$ cat config.mk
export PLATFORM = sky130hd
export DESIGN_NAME = stopwatch_with_lap_memory_unit
export DESIGN_NICKNAME = d
export VERILOG_FILES = /design/src/rtl/swlm_pkg.sv /design/src/rtl/swlm_lap_mem.sv /design/src/rtl/stopwatch_with_lap_memory_unit.sv
export SDC_FILE = /design/constraint.sdc
export NUM_CORES = 1
export LEC_CHECK = 0
export ABC_AREA = 0
export BUFFER_PORTS_ARGS = -buffer_cell sky130_fd_sc_hd__buf_4
export CAP_MARGIN = 25
export CORE_MARGIN = 3
export CORE_UTILIZATION = 66
export CTS_CLUSTER_DIAMETER = 50
export DETAILED_ROUTE_END_ITERATION = 16
export PLACE_DENSITY_LB_ADDON = 0.12
export SETUP_SLACK_MARGIN = 0.5
export SLEW_MARGIN = 20
export SYNTH_ARGS = -nofsm -noshare
export SYNTH_HDL_FRONTEND = slang
export SYNTH_HIERARCHICAL = 1
export SYNTH_SLANG_ARGS = --single-unit
export TNS_END_PERCENT = 5
$ cat constraint.sdc
create_clock -name clk -period 9.3 [get_ports clk]
set_clock_uncertainty 0.1 [all_clocks]
set_input_delay 0.465 -clock clk [delete_from_list [all_inputs] [get_ports clk]]
set_output_delay 0.465 -clock clk [all_outputs]
set_load 0.005 [all_outputs]
$ cat src/rtl/swlm_pkg.sv
// Shared types and constants for the stopwatch with lap memory.
package swlm_pkg;

  // Default number of lap slots in the ring.
  localparam int LAP_SLOTS_DEF = 8;

  // Field widths fixed by the interface.
  localparam int FUNC_W = 2;
  localparam int SLOT_W = 3;
  localparam int MIN_W  = 16;
  localparam int SEC_W  = 6;
  localparam int MS_W   = 10;
  localparam int CNT_W  = 32;
  localparam int DBC_W  = 16;
  localparam int TOT_W  = 16;
  localparam int PRE_W  = 4;

  // Counter limits: ticks per millisecond, millis per second, seconds per minute.
  localparam logic [PRE_W-1:0] TICK_TOP = 4'd9;
  localparam logic [MS_W-1:0]  MS_TOP   = 10'd999;
  localparam logic [SEC_W-1:0] SEC_TOP  = 6'd59;

  // Debounce window after reset.
  localparam logic [DBC_W-1:0] DEBOUNCE_RST = 16'd200;

  // Request function codes.
  typedef enum logic [FUNC_W-1:0] {
    FUNC_TICK  = 2'd0,
    FUNC_PRESS = 2'd1,
    FUNC_READ  = 2'd2
  } func_t;

  // One stored lap.
  typedef struct packed {
    logic [MIN_W-1:0] minutes;
    logic [SEC_W-1:0] seconds;
    logic [MS_W-1:0]  millis;
  } lap_entry_t;

endpackage

$ cat src/rtl/swlm_lap_mem.sv
// Lap slot memory: synchronous RAM with per-slot valid bits and registered read.
module swlm_lap_mem
  import swlm_pkg::*;
#(
  parameter int LAP_SLOTS = LAP_SLOTS_DEF,
  parameter int AW        = (LAP_SLOTS > 1) ? $clog2(LAP_SLOTS) : 1
) (
  input  logic             clk,
  input  logic             rst_n,
  // write port
  input  logic             wr_en,
  input  logic [AW-1:0]    wr_addr,
  input  lap_entry_t       wr_data,
  // read port: rd_en advances the read register, rd_req marks a real lookup
  input  logic             rd_en,
  input  logic             rd_req,
  input  logic [AW-1:0]    rd_addr,
  output lap_entry_t       rd_data
);

  lap_entry_t             mem_q [LAP_SLOTS];
  logic [LAP_SLOTS-1:0]   slot_vld_r;
  lap_entry_t             rd_data_r;
  logic                   rd_hit_r;

  // Storage write
  always_ff @(posedge clk) begin
    if (wr_en) begin
      mem_q[wr_addr] <= wr_data;
    end
  end

  // Registered read; no reset on payload
  always_ff @(posedge clk) begin
    if (rd_en) begin
      rd_data_r <= mem_q[rd_addr];
    end
  end

  // Valid bits stand in for the cleared contents after reset
  always_ff @(posedge clk) begin
    if (!rst_n) begin
      slot_vld_r <= '0;
      rd_hit_r   <= 1'b0;
    end else begin
      if (wr_en) begin
        slot_vld_r[wr_addr] <= 1'b1;
      end
      if (rd_en) begin
        rd_hit_r <= rd_req && slot_vld_r[rd_addr];
      end
    end
  end

  // Never-written slots and non-read requests read as zero
  assign rd_data = rd_hit_r ? rd_data_r : '0;

endmodule

$ cat src/rtl/stopwatch_with_lap_memory_unit.sv
// Stopwatch with lap memory: top level.
// Takes one request per cycle unless stalled (tick, button press, lap read)
// and returns one result per request, in the cycle after acceptance; the
// result sits in an output register, and a new request enters whenever that
// register is empty or being taken. The lap ring lives in a single-port-write
// RAM with a registered read; a valid bit per slot, cleared by reset, makes
// never-written slots read as zero, so no clearing pass follows reset. Lap
// reads beyond LAP_SLOTS return zero. The user must write the debounce window
// via cfg_we/cfg_wdata only while idle; the block does not enforce it.
module stopwatch_with_lap_memory_unit
  import swlm_pkg::*;
#(
  parameter int LAP_SLOTS = LAP_SLOTS_DEF
) (
  input  logic              clk,
  input  logic              rst_n,
  // request channel
  input  logic              in_valid,
  output logic              in_stall,
  input  logic [FUNC_W-1:0] in_func,
  input  logic [SLOT_W-1:0] in_slot,
  // result channel
  output logic              out_valid,
  input  logic              out_stall,
  output logic              out_running,
  output logic [MIN_W-1:0]  out_minutes_now,
  output logic [SEC_W-1:0]  out_seconds_now,
  output logic [MS_W-1:0]   out_millis_now,
  output logic              out_lap_stored,
  output logic [SLOT_W-1:0] out_stored_slot,
  output logic [TOT_W-1:0]  out_lap_total,
  output logic [SLOT_W-1:0] out_next_slot,
  output logic [MIN_W-1:0]  out_read_minutes,
  output logic [SEC_W-1:0]  out_read_seconds,
  output logic [MS_W-1:0]   out_read_millis,
  // configuration
  input  logic              cfg_we,
  input  logic [DBC_W-1:0]  cfg_wdata
);

  localparam int AW = (LAP_SLOTS > 1) ? $clog2(LAP_SLOTS) : 1;

  // Architectural state
  logic [DBC_W-1:0] debounce_r;
  logic [CNT_W-1:0] free_ms_r,    free_ms_nxt;
  logic [PRE_W-1:0] prescale_r,   prescale_nxt;
  logic [PRE_W-1:0] tenth_r,      tenth_nxt;
  logic [MS_W-1:0]  ms_r,         ms_nxt;
  logic [SEC_W-1:0] sec_r,        sec_nxt;
  logic [MIN_W-1:0] min_r,        min_nxt;
  logic             running_r,    running_nxt;
  logic [CNT_W-1:0] last_press_r, last_press_nxt;
  logic [AW-1:0]    wslot_r,      wslot_nxt;
  logic [TOT_W-1:0] lap_total_r,  lap_total_nxt;

  // Output register
  logic              out_valid_r;
  logic              out_stored_r;
  logic [SLOT_W-1:0] out_stored_slot_r;

  // Request decode
  func_t            func;
  logic             accept;
  logic             is_tick, is_press, is_read;
  logic [CNT_W-1:0] press_gap;
  logic             press_ok;
  logic             lap_wr;
  logic             slot_in_range;
  lap_entry_t       lap_wdata;
  lap_entry_t       lap_rdata;

  assign func     = func_t'(in_func);
  assign in_stall = out_valid_r && out_stall;
  assign accept   = in_valid && !in_stall;
  assign is_tick  = (func == FUNC_TICK);
  assign is_press = (func == FUNC_PRESS);
  assign is_read  = (func == FUNC_READ);

  // Debounce: wrapping distance since the last accepted press
  assign press_gap = free_ms_r - last_press_r;
  assign press_ok  = press_gap >= {{(CNT_W-DBC_W){1'b0}}, debounce_r};
  assign lap_wr    = accept && is_press && press_ok && running_r;

  assign slot_in_range = 32'(in_slot) < 32'(LAP_SLOTS);

  assign lap_wdata.minutes = min_r;
  assign lap_wdata.seconds = sec_r;
  assign lap_wdata.millis  = ms_r;

  // Next-state logic for ticks and presses
  always_comb begin
    free_ms_nxt    = free_ms_r;
    prescale_nxt   = prescale_r;
    tenth_nxt      = tenth_r;
    ms_nxt         = ms_r;
    sec_nxt        = sec_r;
    min_nxt        = min_r;
    running_nxt    = running_r;
    last_press_nxt = last_press_r;
    wslot_nxt      = wslot_r;
    lap_total_nxt  = lap_total_r;
    if (is_tick) begin
      // free-running millisecond base
      if (prescale_r == TICK_TOP) begin
        prescale_nxt = '0;
        free_ms_nxt  = free_ms_r + 1'b1;
      end else begin
        prescale_nxt = prescale_r + 1'b1;
      end
      // sub-second count kept as millis and tenths
      if (running_r) begin
        if (tenth_r == TICK_TOP) begin
          tenth_nxt = '0;
          if (ms_r == MS_TOP) begin
            ms_nxt = '0;
            if (sec_r == SEC_TOP) begin
              sec_nxt = '0;
              min_nxt = min_r + 1'b1;
            end else begin
              sec_nxt = sec_r + 1'b1;
            end
          end else begin
            ms_nxt = ms_r + 1'b1;
          end
        end else begin
          tenth_nxt = tenth_r + 1'b1;
        end
      end
    end else if (is_press && press_ok) begin
      last_press_nxt = free_ms_r;
      if (!running_r) begin
        running_nxt = 1'b1;
      end else begin
        lap_total_nxt = lap_total_r + 1'b1;
        if (32'(wslot_r) == 32'(LAP_SLOTS - 1)) begin
          wslot_nxt = '0;
        end else begin
          wslot_nxt = wslot_r + AW'(1);
        end
      end
    end
  end

  // State registers
  always_ff @(posedge clk) begin
    if (!rst_n) begin
      debounce_r   <= DEBOUNCE_RST;
      free_ms_r    <= '0;
      prescale_r   <= '0;
      tenth_r      <= '0;
      ms_r         <= '0;
      sec_r        <= '0;
      min_r        <= '0;
      running_r    <= 1'b0;
      last_press_r <= '0;
      wslot_r      <= '0;
      lap_total_r  <= '0;
    end else begin
      if (cfg_we) begin
        debounce_r <= cfg_wdata;
      end
      if (accept) begin
        free_ms_r    <= free_ms_nxt;
        prescale_r   <= prescale_nxt;
        tenth_r      <= tenth_nxt;
        ms_r         <= ms_nxt;
        sec_r        <= sec_nxt;
        min_r        <= min_nxt;
        running_r    <= running_nxt;
        last_press_r <= last_press_nxt;
        wslot_r      <= wslot_nxt;
        lap_total_r  <= lap_total_nxt;
      end
    end
  end

  // Result valid
  always_ff @(posedge clk) begin
    if (!rst_n) begin
      out_valid_r <= 1'b0;
    end else if (accept) begin
      out_valid_r <= 1'b1;
    end else if (!out_stall) begin
      out_valid_r <= 1'b0;
    end
  end

  // Result payload: status after the request
  always_ff @(posedge clk) begin
    if (accept) begin
      out_stored_r      <= lap_wr;
      out_stored_slot_r <= lap_wr ? SLOT_W'(wslot_r) : '0;
    end
  end

  // Lap ring storage; its read register is part of the result stage
  swlm_lap_mem #(
    .LAP_SLOTS (LAP_SLOTS),
    .AW        (AW)
  ) u_lap_mem (
    .clk     (clk),
    .rst_n   (rst_n),
    .wr_en   (lap_wr),
    .wr_addr (wslot_r),
    .wr_data (lap_wdata),
    .rd_en   (accept),
    .rd_req  (is_read && slot_in_range),
    .rd_addr (AW'(in_slot)),
    .rd_data (lap_rdata)
  );

  assign out_valid        = out_valid_r;
  assign out_running      = running_r;
  assign out_minutes_now  = min_r;
  assign out_seconds_now  = sec_r;
  assign out_millis_now   = ms_r;
  assign out_lap_stored   = out_stored_r;
  assign out_stored_slot  = out_stored_slot_r;
  assign out_lap_total    = lap_total_r;
  assign out_next_slot    = SLOT_W'(wslot_r);
  assign out_read_minutes = lap_rdata.minutes;
  assign out_read_seconds = lap_rdata.seconds;
  assign out_read_millis  = lap_rdata.millis;

  // Checks
  a_lap_needs_running: assert property (@(posedge clk) disable iff (!rst_n)
    lap_wr |-> running_r)
    else $error("lap stored while stopwatch not running");

  a_running_sticky: assert property (@(posedge clk) disable iff (!rst_n)
    $past(rst_n) |-> !$fell(running_r))
    else $error("running flag dropped without reset");

  a_subsec_bounds: assert property (@(posedge clk) disable iff (!rst_n)
    (ms_r <= MS_TOP) && (tenth_r <= TICK_TOP) && (sec_r <= SEC_TOP))
    else $error("time counter out of range");

  a_lap_total_step: assert property (@(posedge clk) disable iff (!rst_n)
    lap_wr |=> (lap_total_r == $past(lap_total_r) + 1'b1))
    else $error("lap total did not advance on stored lap");

endmodule

==> results of run 1 <==
[cell families (layout without fill, tap and decap cells)]
group | after synthesis | after routing
buf+inv | 138 | 281
xor+xnor | 66 | 66
fa+ha+maj | 55 | 55
mux | 117 | 117
compound gates | 280 | 280
simple gates | 463 | 463
flops | 442 | 442
[power by group through the flow]
stage                     logic (W)  clock network, W  registers (W)
final                      0.000135           0.00186        0.00210
after global routing       0.000147           0.00197        0.00210
after CTS                  0.000136           0.00189        0.00210
after detailed placement   0.000135                 0        0.00214
after global placement     0.000131                 0        0.00214
after floorplan           0.0000994                 0        0.00214
[routing by layer]
metal  vias up  global-route usage  share of wire  wire, um
li1       6056                   -              -         -
met1      6587               0.374           0.40     18000
met2       504               0.495           0.52     23800
met3        71              0.0342          0.060      2720
met4         0              0.0848          0.023      1050
met5         -                   0              0         0
[final cells by class]
class	instances	area [um2]
tap	384	480
timing repair buffer	133	1090
clock inverter	26	312
inverter	64	243
multi-input combinational	981	7590
sequential	442	11800
fill	1708	6510
clock buffer	58	1250
[metrics by stage]
stage	instance area, um2	instances	hold slack [ns]	setup WS (ns)	util
after global placement	21000	1998	0.339	3.84	0.720
after detailed placement	21100	2003	0.352	3.66	0.723
after CTS	22700	2087	0.0195	3.63	0.776
final	22700	2088	0.0363	3.62	0.777
after global routing	22700	2088	0.0400	3.27	0.777
after floorplan	19900	1561	0.333	3.14	-
[worst max-delay path: cells and delay by family (launching register included)]
family                     cells  cell delay, ns
AOI/OAI and AO/OA              7            1.17
xor gates and xnor gates       1            0.15
adders and majority gates      2            0.59
buffers and inverters          1            0.37
DFF                            1            0.43
and+or+nand+nor               10            2.61
[registers in the layout, indices dropped and copies added (netlist names)]
| register | flops |
|---|---|
| out_minutes_now | 16 |
| free_ms_r | 32 |
| debounce_r | 16 |
| u_lap_mem/rd_data_r | 32 |
| out_seconds_now | 6 |
| u_lap_mem/slot_vld_r | 8 |
| out_lap_total | 16 |
| out_running | 1 |
| out_lap_stored | 1 |
| tenth_r | 4 |
| u_lap_mem/rd_hit_r | 1 |
| prescale_r | 4 |
| u_lap_mem/mem_q | 256 |
| out_next_slot | 3 |
| out_stored_slot | 3 |
| out_millis_now | 10 |
| last_press_r | 32 |
| out_valid | 1 |
[path summary, 6_finish.rpt]
check	from	end	slack, ns	cells after the start
worst min register to register	u_lap_mem/slot_vld_r[0]	u_lap_mem/slot_vld_r[0]	0.37	1
worst max-delay path	free_ms_r[4]	out_stored_slot[2]	3.62	21
worst min-delay path	cfg_wdata[7]	debounce_r[7]	0.04	3
worst max register to register	free_ms_r[4]	out_stored_slot[2]	3.62	21
[cell usage in the layout, fill, tap and decap left out, types with 7 or more instances in the layout]
cell       instances
edfxtp_1         292
dfxtp_1          150
buf_4            127
a21oi_1          104
nor2_1            99
nand2_1           94
nand3_1           70
inv_1             62
mux4_2            61
ha_1              54
clkbuf_16         46
o21ai_0           44
xor2_1            40
and2_1            40
o21ai_1           34
mux2_2            34
xnor2_1           26
nand4_1           25
or3_1             22
o21a_1            18
mux2i_1           18
and3_1            17
nor3_1            15
nand2b_1          14
nor2b_1           12
clkinv_2          10
a21o_1            10
o211ai_1           9
or4_1              9
nor2_4             7
clkbuf_1           7
==> flow_summary.yaml, run 1 <==
floorplan:
  die_x_um: 180
  die_y_um: 180
  rows: 62
  dieArea_um2: 32300
  core_area_um2: 29200
  initial_core_util: 0.682
  io_pins: 116
global_routing:
  grt_max_degree: 76
  antenna_found_initial: 0
  grtUsageTotal: 0.282
  grt_pass1_vias: 13400
  grt_pass1_wl_um: 73500
  grt-ovfl-total: 0
clock_network:
  cts_tree: "built"
  cts_max_level: 2
  cts_resized: 0
  hold_buffers: 0
  cts_buffer_depth: 3
  ctsRootBufferMaster: "clkbuf_16"
  cts_buffers: 45
  clock-sinks: 442
  clk-insertion-delay-late_ns: 0.55
  post_cts_buffers: 0
  cts.clk_slew.worst_paths_ns: 0.06
pwr:
  p_total_w: 0.00409
  p_per_area_nw_per_um2: 180
  peakVddDrop_mv: 0.151
  p_sw_w: 0.000838
  seqPwrFrac: 0.512
  leakage_nw: 8.14
  combPwrFrac: 0.033
  swShare: 0.205
  p_clk_frac: 0.455
  internal_power_w: 0.00326
detailed_routing:
  avgRoutedWirePerCell_um: 21.8
  dr.first_iter.drc_count: 1175
  drt_pass1_iterations: 5
  wl_um: 45600
  via_count: 13200
  drc_errors: 0
  ant_nets: 0
  routed_via_density: 6.33
critical_path:
  cpPeakStageDelay_ns: 0.81
  crit_path_max_fanout: 34
  cp_cell_sequence: "ha_1 > a21oi_1 > nand2_1 > or2_2 > a21oi_1 > nor2_1 > o21ai_0 > nand2b_1 > a21oi_1 > xnor2_1 > ha_1 > a21oi_1 > nor2_1 > a211oi_1 > o21ai_0 > or4_1 > nor3_1 > nand4_1 > or4_1 > buf_4 > and3_1"
  crit_arrival_ns: 5.87
  crit_top_cell: "a21oi_1"
  cp-end-kind: "flop"
  required_ns: 9.49
  slowest_stage: "or4_1"
  crit_type: "flop to flop"
  start_kind: "flop"
flow_run:
  drv_cap: 0
synthesis:
  synth_top_family_by_area: "simple AND/OR/NAND/NOR gates"
  synth-compound-area-share: 0.0873
  synth_common_cells: "edfxtp_1 (292), dfxtp_1 (150), nor2_1 (105)"
  yosys.area_share.simple: 0.124
  muxShareOfSynthArea: 0.102
  yosysWarnings: 6
  syn_inst: 1561
  synth_edf_count: 292
  async_reset_ff_frac: 0
  ys_seq_area_frac: 0.591
  synth_top_flop_cell: "edfxtp_1"
  synth_area_leaders: "edfxtp_1 (44%), dfxtp_1 (15%), mux4_2 (6.9%)"
  ys_ff_latch: 442
  synth_cell_types: 86
  syn_area_um2: 19900
  yosysTopAreaCell: "edfxtp_1"
  netlist.area_leader.share: 0.440
  synth-xor-area-share: 0.0290
  synth_fa_ha_area_frac: 0.0349
  synth_nets: 1642
  synth.most_common_cell: "edfxtp_1"
  syn_area_per_cell_um2: 12.8
placement:
  gp_congestion: 0.914
  dp_hpwl_um: 27900
  io_buffers: 115
timing:
  finalCritPeriodShare: 0.611
  period_needed_ns: 5.68
  timing_hold_violations_final: 0
  max_slew_margin: 0.358
  finalSetupTns_ns: 0
  setup_viol: 0
  grt_setup_unrepaired: "no"
  slew_violations: 0
  tightest_slew_ns: 0.961
  max_clock_freq_mhz: 176
final_layout:
  fin_nets: 1748
  drive_above_1_share: 0.201
  antenna_cells: 0
  area_delta_synth_final_pct: 14.1
hold_path:
  hold_class: "input port to flop"
status:
  status: "completed"
(Power assumes the default switching activity.)
==> run 2: changes to the inputs <==
--- a/config.mk
+++ b/config.mk
@@ -9,7 +9,7 @@
 export BUFFER_PORTS_ARGS = -buffer_cell sky130_fd_sc_hd__buf_4
 export CAP_MARGIN = 25
 export CORE_MARGIN = 3
-export CORE_UTILIZATION = 66
+export CORE_UTILIZATION = 61
 export CTS_CLUSTER_DIAMETER = 50
 export DETAILED_ROUTE_END_ITERATION = 16
 export PLACE_DENSITY_LB_ADDON = 0.12
==> constraint.sdc (replaced) <==
create_clock -name clk -period 5.64 [get_ports clk]
set_clock_uncertainty 0.1 [all_clocks]
set_input_delay 0.282 -clock clk [delete_from_list [all_inputs] [get_ports clk]]
set_output_delay 0.282 -clock clk [all_outputs]
set_load 0.005 [all_outputs]
==> run 2 against run 1 <==
  * Sequential power grew 65%
  * Setup slack got worse by 3.0 ns
  * Critical path type unchanged
  * Clock-buffer cell count up 2
  * Utilization decreased by 3.8 points
==> flow_summary.yaml, run 2 (same netlist as run 1, synthesis figures left out) <==
status:
  status: "completed"
critical_path:
  crit_path_max_fanout: 10
  required_ns: 5.98
  crit_type: "flop to flop"
  r2r_slack_ns: 0.58
  critPathCapture: "u_lap_mem/slot_vld_r[0]"
  rr_startpoint: "free_ms_r[0]"
  path_buf_inv: 4
  ff2ff_path_depth: 26
  start_kind: "flop"
  r2r-end: "u_lap_mem/slot_vld_r[0]"
  cpPeakStageDelay_ns: 0.53
  crit_family: "simple AND/OR/NAND/NOR gates"
  path_depth: 26
  slowest_stage: "or4_1"
  crit_arrival_ns: 5.40
  critPathLaunch: "free_ms_r[0]"
  cp-end-kind: "flop"
final_layout:
  area_delta_synth_final_pct: 18.2
  largest_reg_flops: 256
  fin_nets: 1801
  layout.cells.most_common: "edfxtp_1"
  regMostFlops: "u_lap_mem/mem_q"
  design_area_um2: 23600
  layout_common_cells: "edfxtp_1 (292), buf_4 (149), dfxtp_1 (147)"
  final_util: 0.739
  antenna_cells: 0
  drive_above_1_share: 0.230
clock_network:
  cts_tree: "built"
  cts_buffer_depth: 3
  cts_max_level: 2
  cts.clk_slew.worst_paths_ns: 0.06
  clk-insertion-delay-late_ns: 0.57
  ctsRootBufferMaster: "clkbuf_16"
  cts_buffers: 46
  clock-sinks: 442
detailed_routing:
  via_count: 13400
  drc_errors: 0
  drt_pass1_iterations: 4
  routed_via_density: 6.10
  dr.first_iter.drc_count: 989
  avgRoutedWirePerCell_um: 21.9
  ant_nets: 0
  wl_um: 48000
pwr:
  internal_power_w: 0.00544
  seqPwrFrac: 0.503
  swShare: 0.209
  p_clk_frac: 0.463
  p_sw_w: 0.00144
  peakVddDrop_mv: 0.219
  leakage_nw: 8.47
  p_per_area_nw_per_um2: 292
  combPwrFrac: 0.035
floorplan:
  die_x_um: 187
  core_area_um2: 31900
  initial_core_util: 0.625
  rows: 65
  dieArea_um2: 34900
  die_y_um: 187
  io_pins: 116
timing:
  max_slew_margin: 0.310
  grt_setup_unrepaired: "no"
  timing.hold.ws_ns: 0.0412
  finalSetupTns_ns: 0
  layout_setup_ws_ns: 0.579
  slew_violations: 0
  max_clock_freq_mhz: 198
  setup_viol: 0
  tightest_slew_ns: 1.03
  period_needed_ns: 5.06
  finalCritPeriodShare: 0.897
  timing_hold_violations_final: 0
placement:
  io_buffers: 115
  placed_area_um2: 21300
  dp_hpwl_um: 28900
  gp_congestion: 0.909
  post-place-ws_ns: -0.00297
global_routing:
  grtUsageTotal: 0.263
  grt-ovfl-total: 0
  grt_busiest_layer: "met2"
  grt_pass1_wl_um: 73800
  use_met1: 0.357
  grt.met2_usage: 0.453
  antenna_found_initial: 0
  grt_max_degree: 75
  grt_pass1_vias: 13200
  grtUsageMet3: 0.0349
hold_path:
  hold_class: "input port to flop"
  min_path_cells: 4
flow_run:
  drv_cap: 0
==> run 2: power groups by stage <==
stage / clock, W / sequential [W] / combinational, W
finish: 0.00318 / 0.00346 / 0.000239
global route: 0.00336 / 0.00346 / 0.000258
detailed placement: 0 / 0.00353 / 0.000225
floorplan: 0 / 0.00352 / 0.000164
CTS: 0.00320 / 0.00346 / 0.000238
global placement: 0 / 0.00353 / 0.000222
==> run 2: what timing repair did <==
| action | 4_1_cts | 5_1_grt |
|---|---|---|
| buffers inserted | 4 | 21 |
| hold buffers | 18 | 0 |
| hold endpoints to repair | 17 | 0 |
| cloned | 2 | 4 |
| setup endpoints to repair | 319 | 319 |
| pin swaps | 7 | 27 |
| gates resized for setup | 13 | 33 |
==> run 2: worst min path at each step <==
stage                            start                       to  slack [ns]
2_1_floorplan                 in_valid                out_valid        0.31
3_3_place_gp   u_lap_mem/slot_vld_r[0]  u_lap_mem/slot_vld_r[0]        0.34
3_5_place_dp   u_lap_mem/slot_vld_r[5]  u_lap_mem/slot_vld_r[5]        0.35
4_1_cts                     in_func[0]       u_lap_mem/rd_hit_r        0.01
5_1_grt                     in_func[0]       u_lap_mem/rd_hit_r        0.02
6_report                    in_func[0]       u_lap_mem/rd_hit_r        0.04
==> run 2: per-stage QoR <==
stage	total power, W	std cells
6_report	0.00688	2192
5_1_grt	0.00707	2192
4_1_cts	0.00690	2167
3_5_place_dp	0.00375	2058
2_1_floorplan	0.00369	1561
3_3_place_gp	0.00375	2052
==> run 2: metal layers <==
layer / share of wire / wire [um]
met5: 0 / 0
met3: 0.060 / 2900
met4: 0.026 / 1250
met2: 0.51 / 24500
met1: 0.40 / 19300
==> run 2: cell type report <==
cell class,instances,area [um2]
clock buffers,60,1290
clock inverters,25,317
fillers,2093,8320
inverters,64,243
multi-input cells,983,7740
flip-flops and latches,442,11800
well taps,435,544
repair buffers,183,1640
==> run 2: worst reg2reg max path: stages, from the launching register on <==
cell and delay, ns:
dfxtp_1 0.33, inv_1 0.06, ha_2 0.22, fa_2 0.39, nor2b_2 0.14, o211ai_1 0.16
buf_4 0.17, nand2_1 0.07, a21oi_2 0.07, o21bai_1 0.24, a21oi_2 0.09, xnor2_1 0.14
ha_2 0.19, a21oi_2 0.13, nor2_1 0.06, a211oi_2 0.14, o21ai_1 0.08, or4_1 0.53
nor3_2 0.22, nand4_1 0.20, nor4_4 0.30, buf_4 0.18, nor2_4 0.05, nand2b_4 0.18
nor3_4 0.08, buf_4 0.23, o21a_1 0.21
==> run 3: changes to the inputs <==
--- a/config.mk
+++ b/config.mk
@@ -8,8 +8,10 @@
 export ABC_AREA = 0
 export BUFFER_PORTS_ARGS = -buffer_cell sky130_fd_sc_hd__buf_4
 export CAP_MARGIN = 25
+export CELL_PAD_IN_SITES_DETAIL_PLACEMENT = 1
+export CELL_PAD_IN_SITES_GLOBAL_PLACEMENT = 2
 export CORE_MARGIN = 3
-export CORE_UTILIZATION = 61
+export CORE_UTILIZATION = 43
 export CTS_CLUSTER_DIAMETER = 50
 export DETAILED_ROUTE_END_ITERATION = 16
 export PLACE_DENSITY_LB_ADDON = 0.12
==> run 3 against run 2 <==
  * Critical path depth fell by 3
  * Sequential share of layout area decreased by 0.83 points
  * Final cell count increased by 8.4%
  * Clock power is 3% higher
  * Combinational power hardly changed
  * Critical endpoint is now out_stored_slot[2]
  * Largest power group unchanged
==> flow_summary.yaml, run 3 (same netlist as run 1, synthesis figures left out) <==
final_layout:
  largest_reg_flops: 256
  regMostFlops: "u_lap_mem/mem_q"
  fin_nets: 1814
  layout_common_cells: "edfxtp_1 (292), dfxtp_1 (148), buf_4 (148)"
  area_delta_synth_final_pct: 20.2
  layout.cells.most_common: "edfxtp_1"
  design_area_um2: 24000
  drive_above_1_share: 0.226
critical_path:
  r2r_slack_ns: 0.53
  critPathLaunch: "last_press_r[1]"
  crit_family: "simple AND/OR/NAND/NOR gates"
  rr_startpoint: "last_press_r[1]"
  path_buf_inv: 3
  cp_cell_sequence: "inv_1 > ha_1 > nor2b_1 > o2111a_1 > or2_2 > a21oi_2 > nor2_1 > o21ai_1 > nand2b_1 > a21oi_2 > xnor2_1 > ha_1 > a21oi_1 > nor2_1 > a211oi_2 > o21ai_0 > or4_4 > nor3_2 > nand4_1 > buf_4 > or4_4 > buf_12 > and3_1"
  cpPeakStageDelay_ns: 0.63
  cp-end-kind: "flop"
  start_kind: "flop"
  ff2ff_path_depth: 23
  slowest_stage: "or4_4"
  crit_path_max_fanout: 6
  crit_arrival_ns: 5.37
  crit_type: "flop to flop"
  required_ns: 5.90
  path_depth: 23
hold_path:
  min_path_cells: 3
  hold_path_startpoint: "cfg_we"
  hold_class: "input port to flop"
detailed_routing:
  routed_via_density: 5.60
  dr.first_iter.drc_count: 772
  drc_errors: 0
  via_count: 13300
  wl_um: 52100
  avgRoutedWirePerCell_um: 21.9
  drt_pass1_iterations: 5
  ant_nets: 0
timing:
  period_needed_ns: 5.11
  timing_hold_violations_final: 0
  grt_setup_unrepaired: "yes"
  timing.hold.ws_ns: 0.0317
  max_clock_freq_mhz: 196
  max_slew_margin: 0.343
  tightest_slew_ns: 0.986
  layout_setup_ws_ns: 0.525
  setup_viol: 0
  finalCritPeriodShare: 0.907
  slew_violations: 0
  finalSetupTns_ns: 0
pwr:
  peakVddDrop_mv: 0.244
  leakage_nw: 8.55
  p_per_area_nw_per_um2: 291
clock_network:
  ctsRootBufferMaster: "clkbuf_16"
  clk-insertion-delay-late_ns: 0.60
  cts_buffers: 52
  cts_max_level: 2
  cts_tree: "built"
  clock-sinks: 442
  cts_buffer_depth: 3
  cts.clk_slew.worst_paths_ns: 0.06
floorplan:
  die_x_um: 221
  core_area_um2: 45600
  die_y_um: 221
  initial_core_util: 0.437
  io_pins: 116
  dieArea_um2: 49000
  rows: 78
global_routing:
  grt_pass1_wl_um: 81200
  grt_max_degree: 83
  antenna_found_initial: 0
  grtUsageTotal: 0.208
  grt-ovfl-total: 0
  grt_pass1_vias: 13800
placement:
  placed_area_um2: 21600
  gp_congestion: 0.825
  post-place-ws_ns: 0.0499
  dp_hpwl_um: 33900
  io_buffers: 115
status:
  status: "completed"
flow_run:
  drv_cap: 0
run 3: cell types whose count changed in the layout (fill, tap and decap cells not counted), moves of 3 or more:
cell | before | now
buf_12 | 6 | 10
clkbuf_1 | 6 | 12
a21oi_1 | 98 | 101
inv_8 | 4 | 0
ha_1 | 50 | 53
a21oi_2 | 11 | 8
clkbuf_16 | 49 | 56
clkinv_2 | 6 | 13
run 3: metrics by stage:
step                utilization  cells  power, W
finish                    0.526   2377   0.00698
global route              0.525   2376   0.00723
CTS                       0.520   2360   0.00707
detailed placement        0.474   2229   0.00376
global placement          0.471   2224   0.00376
floorplan                     -   1561   0.00369
run 3: path summary, 6_finish.rpt:
| path | to |
|---|---|
| setup / recovery | out_stored_slot[2] |
| hold / removal | debounce_r[3] |
| setup reg to reg | out_stored_slot[2] |
| hold reg to reg | u_lap_mem/slot_vld_r[0] |
run 3: power by group:
group	total, W	switching [W]	leakage, nW	internal [W]
registers	0.00346	0.00000905	3.77	0.00345
logic	0.000242	0.000126	3.94	0.000116
clock network	0.00327	0.00135	0.830	0.00193
run 3: area by class of cell:
type / instances / area, um2
multi-input combinational: 982 / 7660
clock inverter: 27 / 274
timing repair buffer: 191 / 1820
inverter: 64 / 244
fill: 4554 / 21600
antenna: 1 / 2.50
tap: 600 / 751
clock buffer: 70 / 1430
sequential: 442 / 11800
run 3: layer usage:
metal,GRT usage,vias to the layer above,routed length (um)
li1,-,6219,-
met1,0.267,6796,22500
met2,0.373,236,26800
met3,0.0285,60,1750
met4,0.0528,0,955
met5,0,-,0
run 3: timing repair:
action / 4_1_cts / 5_1_grt
hold endpoints to repair: 19 / 0
gates resized for setup: 14 / 1
endpoints found under the setup margin: 306 / 318
hold buffers: 20 / 0
buffers inserted: 11 / 12
cloned: 3 / 4
pin swaps: 11 / 11
run 3: worst min-delay path: stages:
cell      delay, ns
buf_4          0.20
nand2_1        0.09
o211ai_1       0.08
